**src/rtl/core/config_rom_directory_parser_top_assert.svh**
```systemverilog
// assertion macros shared by the config rom parser rtl
`ifndef CONFIG_ROM_DIRECTORY_PARSER_TOP_ASSERT_SVH
`define CONFIG_ROM_DIRECTORY_PARSER_TOP_ASSERT_SVH

// same-cycle implication, checked outside reset
`define CRDP_ASSERT_IMP(label, ante, cons, msg) \
    label: assert property (@(posedge clk) disable iff (!rst_n) (ante) |-> (cons)) \
        else $error(msg);

// next-cycle implication, checked outside reset
`define CRDP_ASSERT_NXT(label, ante, cons, msg) \
    label: assert property (@(posedge clk) disable iff (!rst_n) (ante) |=> (cons)) \
        else $error(msg);

`endif

```
**src/rtl/core/crdp_pkg.sv**
```systemverilog
// types and constants shared by the config rom parser
package crdp_pkg;

    localparam int NUM_SLOTS = 7;

    localparam logic [2:0] ST_BUSY     = 3'd0;
    localparam logic [2:0] ST_DONE     = 3'd1;
    localparam logic [2:0] ST_BADMAGIC = 3'd2;
    localparam logic [2:0] ST_FETCHERR = 3'd3;
    localparam logic [2:0] ST_RANGE    = 3'd4;

    typedef struct packed {
        logic        action;
        logic [31:0] rom_word;
        logic        fetch_failed;
    } quad_t;

    typedef struct packed {
        logic        record_valid;
        logic [3:0]  record_kind;
        logic [31:0] record_value;
        logic [9:0]  next_offset;
        logic        fetch_more;
        logic [2:0]  walk_status;
        logic        last;
    } res_t;

    // all records caused by one word, plus the fields they share
    typedef struct packed {
        logic [2:0]                      count;
        logic                            decoded;
        logic [NUM_SLOTS-1:0][3:0]       kind;
        logic [NUM_SLOTS-1:0][31:0]      value;
        logic [9:0]                      next_offset;
        logic                            fetch_more;
        logic [2:0]                      walk_status;
    } batch_t;

endpackage

```
**src/rtl/core/crdp_walk.sv**
```systemverilog
// walk state and decode of one fetched quadlet into a batch of records
module crdp_walk #(
    parameter int MAX_DIR_ENTRIES = 16,
    parameter int ROM_ADDR_BITS   = 10
) (
    input  logic             clk,
    input  logic             rst_n,
    input  logic             take,
    input  crdp_pkg::quad_t  quad,
    output crdp_pkg::batch_t batch
);
    import crdp_pkg::*;

    localparam int AW = ROM_ADDR_BITS;

    localparam logic [31:0] ROM_MAGIC  = 32'h3133_3934;
    localparam logic [7:0]  KEY_VENDOR = 8'h03;
    localparam logic [7:0]  KEY_CAPS   = 8'h0c;
    localparam logic [7:0]  KEY_UNIT   = 8'hd1;
    localparam logic [7:0]  KEY_TEXT   = 8'h81;
    localparam logic [7:0]  KEY_SPEC   = 8'h12;
    localparam logic [7:0]  KEY_SWVER  = 8'h13;
    localparam logic [7:0]  KEY_MODEL  = 8'h17;

    localparam logic [3:0] K_VENDOR   = 4'd0;
    localparam logic [3:0] K_IRM      = 4'd1;
    localparam logic [3:0] K_CYCMST   = 4'd2;
    localparam logic [3:0] K_ISO      = 4'd3;
    localparam logic [3:0] K_BUSMGR   = 4'd4;
    localparam logic [3:0] K_ACCURACY = 4'd5;
    localparam logic [3:0] K_PAYLOAD  = 4'd6;
    localparam logic [3:0] K_SPEED    = 4'd7;
    localparam logic [3:0] K_GUIDHI   = 4'd8;
    localparam logic [3:0] K_GUIDLO   = 4'd9;
    localparam logic [3:0] K_NODECAPS = 4'd10;
    localparam logic [3:0] K_SPEC     = 4'd11;
    localparam logic [3:0] K_SWVER    = 4'd12;
    localparam logic [3:0] K_MODEL    = 4'd13;
    localparam logic [3:0] K_TEXTLEAF = 4'd14;
    localparam logic [3:0] K_VMISMTCH = 4'd15;

    typedef enum logic [9:0] {
        PH_IDLE    = 10'b00_0000_0001,
        PH_HDR     = 10'b00_0000_0010,
        PH_MAGIC   = 10'b00_0000_0100,
        PH_CAPS    = 10'b00_0000_1000,
        PH_VEND    = 10'b00_0001_0000,
        PH_GUIDLO  = 10'b00_0010_0000,
        PH_ROOTHDR = 10'b00_0100_0000,
        PH_ROOTENT = 10'b00_1000_0000,
        PH_UNITHDR = 10'b01_0000_0000,
        PH_UNITENT = 10'b10_0000_0000
    } phase_t;

    phase_t        phase_reg, phase_next;
    logic [AW-1:0] off_reg, off_next;
    logic [4:0]    left_reg, left_next;
    logic [AW-1:0] udp_reg, udp_next;
    logic [23:0]   vend_reg, vend_next;

    logic [31:0]   w;
    logic [7:0]    key;
    logic [23:0]   val;
    logic [AW:0]   off_inc;
    logic [31:0]   ptr32;
    logic          ptr_oob;
    logic [15:0]   dir_len;
    logic [4:0]    len_cap;
    logic [4:0]    left_dec;

    logic          do_req;
    logic [AW:0]   req_off;
    phase_t        req_phase;
    logic          do_end;
    logic [2:0]    end_status;
    logic [31:0]   off32;

    assign w        = quad.rom_word;
    assign key      = w[31:24];
    assign val      = w[23:0];
    assign off_inc  = {1'b0, off_reg} + (AW+1)'(4);
    assign ptr32    = 32'(off_reg) + {6'b0, val, 2'b00};
    assign ptr_oob  = (ptr32 >> AW) != 32'd0;
    assign dir_len  = w[31:16];
    assign len_cap  = (dir_len > 16'(MAX_DIR_ENTRIES)) ? 5'(MAX_DIR_ENTRIES) : dir_len[4:0];
    assign left_dec = left_reg - 5'd1;

    always_comb
    begin
        phase_next = phase_reg;
        off_next   = off_reg;
        left_next  = left_reg;
        udp_next   = udp_reg;
        vend_next  = vend_reg;
        do_req     = 1'b0;
        req_off    = '0;
        req_phase  = PH_IDLE;
        do_end     = 1'b0;
        end_status = ST_DONE;
        batch      = '0;
        batch.count = 3'd1;

        if (!quad.action) begin
            left_next = '0;
            udp_next  = '0;
            vend_next = '0;
            do_req    = 1'b1;
            req_phase = PH_HDR;
        end else if (phase_reg == PH_IDLE) begin
            // quadlet with no walk running produces nothing
            batch.count = 3'd0;
        end else if (quad.fetch_failed) begin
            do_end     = 1'b1;
            end_status = ST_FETCHERR;
        end else begin
            case (phase_reg)
                PH_HDR:
                begin
                    if (key != 8'd4) begin
                        batch.decoded  = 1'b1;
                        batch.kind[0]  = K_VENDOR;
                        batch.value[0] = {8'd0, val};
                        do_end         = 1'b1;
                    end else begin
                        do_req    = 1'b1;
                        req_off   = off_inc;
                        req_phase = PH_MAGIC;
                    end
                end
                PH_MAGIC:
                begin
                    if (w != ROM_MAGIC) begin
                        do_end     = 1'b1;
                        end_status = ST_BADMAGIC;
                    end else begin
                        do_req    = 1'b1;
                        req_off   = off_inc;
                        req_phase = PH_CAPS;
                    end
                end
                PH_CAPS:
                begin
                    batch.decoded  = 1'b1;
                    batch.count    = 3'd7;
                    batch.kind[0]  = K_IRM;
                    batch.value[0] = {31'd0, w[31]};
                    batch.kind[1]  = K_CYCMST;
                    batch.value[1] = {31'd0, w[30]};
                    batch.kind[2]  = K_ISO;
                    batch.value[2] = {31'd0, w[29]};
                    batch.kind[3]  = K_BUSMGR;
                    batch.value[3] = {31'd0, w[28]};
                    batch.kind[4]  = K_ACCURACY;
                    batch.value[4] = {24'd0, w[23:16]};
                    batch.kind[5]  = K_PAYLOAD;
                    batch.value[5] = 32'd2 << w[15:12];
                    batch.kind[6]  = K_SPEED;
                    batch.value[6] = {29'd0, w[2:0]};
                    do_req         = 1'b1;
                    req_off        = off_inc;
                    req_phase      = PH_VEND;
                end
                PH_VEND:
                begin
                    vend_next      = w[31:8];
                    batch.decoded  = 1'b1;
                    batch.count    = 3'd2;
                    batch.kind[0]  = K_VENDOR;
                    batch.value[0] = {8'd0, w[31:8]};
                    batch.kind[1]  = K_GUIDHI;
                    batch.value[1] = {24'd0, w[7:0]};
                    do_req         = 1'b1;
                    req_off        = off_inc;
                    req_phase      = PH_GUIDLO;
                end
                PH_GUIDLO:
                begin
                    batch.decoded  = 1'b1;
                    batch.kind[0]  = K_GUIDLO;
                    batch.value[0] = w;
                    do_req         = 1'b1;
                    req_off        = off_inc;
                    req_phase      = PH_ROOTHDR;
                end
                PH_ROOTHDR:
                begin
                    left_next = len_cap;
                    if (len_cap == 5'd0) begin
                        if (udp_reg != '0) begin
                            do_req    = 1'b1;
                            req_off   = {1'b0, udp_reg};
                            req_phase = PH_UNITHDR;
                        end else begin
                            do_end = 1'b1;
                        end
                    end else begin
                        do_req    = 1'b1;
                        req_off   = off_inc;
                        req_phase = PH_ROOTENT;
                    end
                end
                PH_ROOTENT:
                begin
                    if ((key == KEY_UNIT || key == KEY_TEXT) && ptr_oob) begin
                        do_end     = 1'b1;
                        end_status = ST_RANGE;
                    end else begin
                        if (key == KEY_CAPS) begin
                            batch.decoded  = 1'b1;
                            batch.kind[0]  = K_NODECAPS;
                            batch.value[0] = {8'd0, val};
                        end else if (key == KEY_VENDOR) begin
                            if (val != vend_reg) begin
                                batch.decoded  = 1'b1;
                                batch.kind[0]  = K_VMISMTCH;
                                batch.value[0] = {8'd0, val};
                            end
                        end else if (key == KEY_UNIT) begin
                            udp_next = ptr32[AW-1:0];
                        end else if (key == KEY_TEXT) begin
                            batch.decoded  = 1'b1;
                            batch.kind[0]  = K_TEXTLEAF;
                            batch.value[0] = 32'(ptr32[AW-1:0]);
                        end
                        left_next = left_dec;
                        if (left_dec == 5'd0) begin
                            // last root entry: go to the unit directory if one was seen
                            if (udp_next != '0) begin
                                do_req    = 1'b1;
                                req_off   = {1'b0, udp_next};
                                req_phase = PH_UNITHDR;
                            end else begin
                                do_end = 1'b1;
                            end
                        end else begin
                            do_req    = 1'b1;
                            req_off   = off_inc;
                            req_phase = PH_ROOTENT;
                        end
                    end
                end
                PH_UNITHDR:
                begin
                    left_next = len_cap;
                    if (len_cap == 5'd0) begin
                        do_end = 1'b1;
                    end else begin
                        do_req    = 1'b1;
                        req_off   = off_inc;
                        req_phase = PH_UNITENT;
                    end
                end
                PH_UNITENT:
                begin
                    if (key == KEY_SPEC) begin
                        batch.decoded  = 1'b1;
                        batch.kind[0]  = K_SPEC;
                        batch.value[0] = {8'd0, val};
                    end else if (key == KEY_SWVER) begin
                        batch.decoded  = 1'b1;
                        batch.kind[0]  = K_SWVER;
                        batch.value[0] = {8'd0, val};
                    end else if (key == KEY_MODEL) begin
                        batch.decoded  = 1'b1;
                        batch.kind[0]  = K_MODEL;
                        batch.value[0] = {8'd0, val};
                    end
                    left_next = left_dec;
                    if (left_dec == 5'd0) begin
                        do_end = 1'b1;
                    end else begin
                        do_req    = 1'b1;
                        req_off   = off_inc;
                        req_phase = PH_UNITENT;
                    end
                end
                default:
                begin
                    do_end = 1'b1;
                end
            endcase
        end

        // a request past the rom window ends the walk instead
        if (do_req && req_off[AW]) begin
            do_req     = 1'b0;
            do_end     = 1'b1;
            end_status = ST_RANGE;
        end

        off32 = 32'(req_off[AW-1:0]);
        if (do_req) begin
            off_next          = req_off[AW-1:0];
            phase_next        = req_phase;
            batch.next_offset = off32[9:0];
            batch.fetch_more  = 1'b1;
            batch.walk_status = ST_BUSY;
        end else if (do_end) begin
            phase_next        = PH_IDLE;
            batch.next_offset = '0;
            batch.fetch_more  = 1'b0;
            batch.walk_status = end_status;
        end
    end

    always_ff @(posedge clk or negedge rst_n)
    begin
        if (!rst_n) begin
            phase_reg <= PH_IDLE;
            off_reg   <= '0;
            left_reg  <= '0;
            udp_reg   <= '0;
            vend_reg  <= '0;
        end else if (take) begin
            phase_reg <= phase_next;
            off_reg   <= off_next;
            left_reg  <= left_next;
            udp_reg   <= udp_next;
            vend_reg  <= vend_next;
        end
    end

endmodule

```
**src/rtl/core/config_rom_directory_parser_top.sv**
```systemverilog
// top level of the config rom directory parser: walk decode and record output buffer
//
//  channel | ports                           | content
//  --------+---------------------------------+-----------------------------------------
//  input   | quad_valid, quad_stall, quad    | start command or one fetched quadlet
//  output  | res_valid, res_stall, res       | one record with next offset and status
//
// a word is decoded in the cycle it is taken; its records leave the record shift
// buffer one per cycle from the next cycle on while the output is not stalled, and
// the input stays stalled until the last of them leaves (seven records for the
// capability quadlet, two for the vendor quadlet, one otherwise, none for a word dropped while idle)
// the next word is taken in the same cycle the last record of the previous one leaves
// reset clears the walk state and empties the buffer; there is no clearing pass
// a stall on the output holds the current record and stalls the input behind it
module config_rom_directory_parser_top #(
    parameter int MAX_DIR_ENTRIES = 16,
    parameter int ROM_ADDR_BITS   = 10
) (
    input  logic            clk,
    input  logic            rst_n,
    input  logic            quad_valid,
    output logic            quad_stall,
    input  crdp_pkg::quad_t quad,
    output logic            res_valid,
    input  logic            res_stall,
    output crdp_pkg::res_t  res
);
    import crdp_pkg::*;

    `include "config_rom_directory_parser_top_assert.svh"

    batch_t batch;
    logic   take;
    logic   res_fire;

    logic [2:0]                 left_reg;
    logic [NUM_SLOTS-1:0][3:0]  kind_reg;
    logic [NUM_SLOTS-1:0][31:0] value_reg;
    logic                       decoded_reg;
    logic [9:0]                 offset_reg;
    logic                       more_reg;
    logic [2:0]                 status_reg;

    crdp_walk #(
        .MAX_DIR_ENTRIES (MAX_DIR_ENTRIES),
        .ROM_ADDR_BITS   (ROM_ADDR_BITS)
    ) u_walk (
        .clk   (clk),
        .rst_n (rst_n),
        .take  (take),
        .quad  (quad),
        .batch (batch)
    );

    assign res_valid  = left_reg != 3'd0;
    assign res_fire   = res_valid && !res_stall;
    assign quad_stall = res_valid && !(res_fire && left_reg == 3'd1);
    assign take       = quad_valid && !quad_stall;

    always_comb
    begin
        res.record_valid = decoded_reg;
        res.record_kind  = kind_reg[0];
        res.record_value = value_reg[0];
        res.next_offset  = offset_reg;
        res.fetch_more   = more_reg;
        res.walk_status  = status_reg;
        res.last         = left_reg == 3'd1;
    end

    always_ff @(posedge clk or negedge rst_n)
    begin
        if (!rst_n)
        begin
            left_reg <= '0;
        end
        else if (take)
        begin
            left_reg <= batch.count;
        end
        else if (res_fire)
        begin
            left_reg <= left_reg - 3'd1;
        end
    end

    always_ff @(posedge clk)
    begin
        if (take)
        begin
            kind_reg    <= batch.kind;
            value_reg   <= batch.value;
            decoded_reg <= batch.decoded;
            offset_reg  <= batch.next_offset;
            more_reg    <= batch.fetch_more;
            status_reg  <= batch.walk_status;
        end
        else if (res_fire)
        begin
            kind_reg  <= {4'd0, kind_reg[NUM_SLOTS-1:1]};
            value_reg <= {32'd0, value_reg[NUM_SLOTS-1:1]};
        end
    end

    `CRDP_ASSERT_IMP(a_take_only_at_last, take && res_valid, res_fire && res.last, "word taken while records remain")
    `CRDP_ASSERT_NXT(a_records_continue, res_fire && !res.last, res_valid, "record batch cut short")
    `CRDP_ASSERT_IMP(a_more_means_busy, res_valid && res.fetch_more, res.walk_status == ST_BUSY, "fetch requested on a finished walk")
    `CRDP_ASSERT_IMP(a_end_offset_zero, res_valid && !res.fetch_more, res.next_offset == 10'd0, "finished walk with nonzero offset")
    `CRDP_ASSERT_IMP(a_empty_record_alone, res_valid && !res.record_valid, res.last, "empty record not alone")

endmodule

```
**config.mk**
```make
export PLATFORM = sky130hd
export DESIGN_NAME = config_rom_directory_parser_top
export DESIGN_NICKNAME = d
export VERILOG_FILES = /design/src/rtl/core/crdp_pkg.sv /design/src/rtl/core/crdp_walk.sv /design/src/rtl/core/config_rom_directory_parser_top.sv
export VERILOG_INCLUDE_DIRS = /design/src /design/src/rtl/core
export SDC_FILE = /design/constraint.sdc
export NUM_CORES = 1
export LEC_CHECK = 0
export BUFFER_PORTS_ARGS = -buffer_cell sky130_fd_sc_hd__clkbuf_2
export CORE_AREA = 2 2 231 211
export CTS_CLUSTER_DIAMETER = 150
export DETAILED_ROUTE_END_ITERATION = 12
export DIE_AREA = 0 0 233 213
export PLACE_DENSITY = 0.59
export SYNTH_ARGS = -nofsm -noshare
export SYNTH_HDL_FRONTEND = slang
export SYNTH_HIERARCHICAL = 1
export SYNTH_SLANG_ARGS = --single-unit
```
**constraint.sdc**
```tcl
create_clock -name clk -period 16.9 [get_ports clk]
set_clock_uncertainty 0.05 [all_clocks]
set_input_delay 0 -clock clk [delete_from_list [all_inputs] [get_ports clk]]
set_output_delay 0 -clock clk [all_outputs]
set_load 0.02 [all_outputs]
```
Word-level counts from Yosys, hierarchy flattened. Index checks and enable logic that the tools add are counted.

Register bits after elaboration: 329. Input port bits: 38. Output and inout port bits: 54. Logic and storage cells: 225.

Add/sub/neg operators: 4. Magnitude comparators: 1. Equal/unequal tests: 28. Shifts and indexed selects: 1. Multiplexer cells: 134. Bitwise gates (word level): 2. Reductions and logical operators: 29.

Operators by type and width (count): 256-bit 2-to-1 mux (2); 224-bit 2-to-1 mux (2); 253-bit 2-to-1 mux (1); 10-bit 2-to-1 mux (24); 32-bit 2-to-1 mux (6); 32-bit one-hot mux with 6 select lines (1); 24-bit 2-to-1 mux (7); 131-bit 2-to-1 mux (1); 11-bit 2-to-1 mux (10); 10-bit one-hot mux with 9 select lines (1); 11-bit one-hot mux with 7 select lines (1); 28-bit 2-to-1 mux (2); 4-bit 2-to-1 mux (10); 9-bit 2-to-1 mux (4); 1-bit 2-to-1 mux (35); 32-bit by 30-bit inequality test with 1-bit output, second input constant (1); 32-bit nonzero test (1); 2-bit by 4-bit left shift with 32-bit output, first input constant (1); 3-bit 2-to-1 mux (10); 10-bit by 26-bit adder with 27-bit output (1); 5-bit 2-to-1 mux (5); 8-bit by 5-bit equality test with 1-bit output, second input constant (3); 24-bit inequality test (1); 10-bit nonzero test (2); 46 further kinds (67).

Logic depth before layout (Yosys ltp).
Depth in word-level cells: 21. Mapped depth: 14. Depth with buffers taken out: 13.

Cells and area by module. The synthesis kept the hierarchy.

Modules (own cells, without submodules): config_rom_directory_parser_top (instances 1, cells an instance 615, area an instance 12238.0 um^2, sequential area each 8092.8 um^2); crdp_walk (instances 1, cells an instance 948, area an instance 7378.3 um^2, sequential area each 1477.7 um^2).

Worst setup path after synthesis. OpenSTA, ideal clock, no wires.

Path kind: flip-flop to flip-flop. From: register left_reg[0] (netlist name). To: register kind_reg[10] (netlist bit) (enable). Setup time: 0.896 ns. Arrival time: 11.863 ns. Required time: 15.954 ns. Slack: 4.091 ns. Cell stages (with the launch flop): 5. Path buffers: 0. Period minus slack after synthesis: 12.809 ns. Cell sequence: dfrtp_1 > inv_1 > ha_1 > nor2b_1 > o21ai_1.

RTL lines: end signal: assignment (RTL line config_rom_directory_parser_top.sv:91) `kind_reg <= batch.kind;`; end signal: assignment (RTL line config_rom_directory_parser_top.sv:100) `kind_reg <= {4'd0, kind_reg[NUM_SLOTS-1:1]};`; end: declaration (RTL line config_rom_directory_parser_top.sv:37) `logic [NUM_SLOTS-1:0][3:0] kind_reg;`.

==> impl_metrics.csv <==
group,metric,value,unit
floorplan,die_width,233,um
clock_network,cts_max_level,2,
setup_path,slowest_stage,"a21boi_1",
clock_network,cts_tree,"done",
synth,syn-cell-area,19600,sq um
setup_path,start_kind,"flip-flop",
finish,largest_reg_flops,192,
synth,yosysSeqAreaShare,48.8,%
setup_path,reg2reg_to,"res[22]$_DFFE_PP_",
finish,finalInstanceArea,21000,sq um
setup_path,critPathCaptureType,"flip-flop",
sta,max_freq,0.198,GHz
min_path,min_to,"u_walk/left_reg[2]$_DFFE_PN0P_",
synth,ys_ff_latch,329,
run_status,status,"completed",
synth,synth_cell_type_count,99,
setup_path,cp_slowest_stage_delay,0.89,ns
floorplan,core,47300,sq um
power_and_ir_drop,power_density,167,nW/um^2
clock_network,cts.sinks,329,
setup_path,crit_type,"reg -> reg",
sta,drv_slew,0,
global_route,antenna_found_initial,1,
power_and_ir_drop,ir_worst_vdd,0.0000746,V
synth,synthArstFlopShare,18.8,%
clock_network,clock_latency,0.57,ns
setup_path,r2r_slack,11.85,ns
min_path,hold_depth,3,
setup_path,path_delay_family,"compound AO/OA/AOI/OAI gates",
sta,tns,0,ns
floorplan,start_util,41.5,%
placed_design,port_buffers,91,
route,wl_per_cell,20.2,um
min_path,hp-start,"quad[19]",
sta,grt_setup_unrepaired,"false",
floorplan,io_pins,92,
placed_design,post-place-ws,11.89,ns
finish,n_fill_cell,4307,
global_route,grt.overflow.total,0,
setup_path,critical_path_buf_inv_count,1,
sta,fin_crit,5.05,ns
clock_network,numCtsBuffers,40,
power_and_ir_drop,power.leakage,8.82,nW
finish,ff_latch_area,9570,sq um
finish,final_nets,1651,
route,vias,11700,
finish,most-common-layout-cells,"267 x edfxtp_1, 197 x mux2_4, 167 x conb_1, 91 x clkbuf_2, 86 x nor2_1",
synth,yosysTopAreaCell,"edfxtp_1",
route,first_pass_iters,5,
clock_network,cts_resized,0,
clock_network,cts_root_buf,"clkbuf_16",
route,antenna_left,0,
finish,drive_gt1_share,25.3,%
sta,hold_ws,0.0459,ns
route,avgViaCountPerCell,5.20,
synth,ys.flop_type,"edfxtp_1",
placed_design,finalWeightedCongestion,0.898,
sta,final-hold-violation-count,0,
clock_network,clk_pin_slew_worst_paths,0.06,ns
sta,worst_pin_slew,1.24,ns
route,drc,0,
setup_path,reg2reg_depth,14,
finish,area_delta_synth_final,7.04,%
placed_design,hpwl,29.8,mm
run,maxCapViolCount,0,
setup_path,crit_arrival,5.29,ns
floorplan,rows,76,
global_route,grt_use_total,18.3,%
synth,synthCells,1563,
synth,synth_area_leaders,"edfxtp_1 41%, mux2_4 15%, buf_4 8.3%",
synth,syn_area_per_cell,12.6,sq um
synth,yosysWarnings,6,
clock_network,cts.path.max_buffers,3,
floorplan,die_h,213,um
finish,mostFrequentLayoutCell,"edfxtp_1",
global_route,grt_max_degree,132,
global_route,grt_pass1_wl,68.9,mm
route,finalWirelength,45.5,mm
setup_path,cp_max_fo,15,
sta,min_period_over_period,29.9,%
setup_path,required,17.14,ns
sta,fin_ws,11.85,ns
synth,synth_edf_count,267,
finish,multiInputGateArea,8360,sq um
synth,synth_top_area_share,40.9,%
global_route,grt_pass1_vias,11500,
setup_path,crit_chain,"ha_1 > fa_1 > a211o_1 > a41o_1 > a21bo_2 > and3_1 > a31oi_2 > nor4_4 > a21boi_1 > o31ai_2 > buf_4 > nor2b_1 > a221o_1 > mux2_1",
sta,setup_violations,0,
route,first_iter_violations,1196,
setup_path,reg2reg_from,"u_walk/off_reg[2]$_DFFE_PN0P_",
min_path,hold_path_class,"in -> reg",
sta,max_slew_margin,16.5,%
placed_design,postPlaceCellArea,19400,sq um
floorplan,design.die.area,49600,sq um
[cells by family after synthesis]
logic type	share of synthesized area [%]
fa+ha+maj	0.995
flops	48.8
xor+xnor	1.96
simple gates	11.7
mux	16.4
buf+inv	11.9
other cells	0.0191
compound gates	8.16
[Yosys cell counts (5+ instances only)]
cell       instances
a22oi_1           16
nand3b_1           5
and2_1            55
a31oi_1            6
buf_2             11
a21oi_1           25
o2bb2ai_1          9
edfxtp_1         267
buf_6             31
and3_1            26
mux2_4           197
or3_1              7
xor2_1            12
o211ai_1           7
nor3_1            25
ha_1              14
nor4_1            11
o21ai_1            9
dfrtp_1           61
nand3_1           30
o21ai_0           30
xnor2_1           32
buf_4            218
mux2_1            22
o31ai_1            8
a2111oi_0          5
a22o_1            20
nor2_1            86
a21o_1             6
nand4_1           19
or2_2              5
a221o_1           11
inv_1             24
clkbuf_1          38
nor2b_1            8
nand2_1           82
nand2b_1           8
[worst min-delay path: stages]
cell       delay (ns)
clkbuf_2         0.28
a21oi_1          0.22
o2bb2ai_1        0.09
[power breakdown]
group,internal (W),switching [W]
sequential,0.00139,0.000119
combinational,0.000572,0.000550
clock,0.000537,0.000344
total,0.00250,0.00101
[worst max-delay path by stage]
stage	start	endpoint	slack, ns	cells after the start
2_1_floorplan	left_reg[0]$_DFFE_PN0P_	kind_reg[10]$_DFFE_PP_	4.09	4
3_3_place_gp	u_walk/off_reg[2]$_DFFE_PN0P_	res[24]$_DFFE_PP_	12.03	14
3_5_place_dp	u_walk/off_reg[2]$_DFFE_PN0P_	res[22]$_DFFE_PP_	11.89	14
4_1_cts	u_walk/off_reg[2]$_DFFE_PN0P_	res[22]$_DFFE_PP_	11.88	14
5_1_grt	u_walk/off_reg[2]$_DFFE_PN0P_	res[21]$_DFFE_PP_	11.61	14
6_report	u_walk/off_reg[2]$_DFFE_PN0P_	res[22]$_DFFE_PP_	11.85	14
[cell type report]
cell class | instances | share of cell area, %
clock buffer | 53 | 5.44
inverter | 27 | 0.483
tap | 624 | 3.72
sequential | 329 | 45.6
clock inverter | 21 | 1.01
antenna | 1 | 0.0119
timing repair buffer | 130 | 3.93
multi-input combinational | 1070 | 39.8
[what timing repair did]
action	4_1_cts	5_1_grt
buffers inserted	0	0
hold endpoints to repair	88	0
hold buffers	26	0
[stage by stage]
stage               instances  total power, W  utilization, %
floorplan                1729         0.00260               -
global placement         2154         0.00261            41.0
detailed placement       2154         0.00265            41.0
CTS                      2254         0.00355            44.4
global route             2255         0.00369            44.4
finish                   2255         0.00351            44.4
[routing by layer]
metal,global-route usage (%),share of wire [%]
met1,25.4,45
met2,28.8,46
met3,3.19,6.2
met4,6.52,2.8
met5,0,0
(Power assumes the default switching activity.)
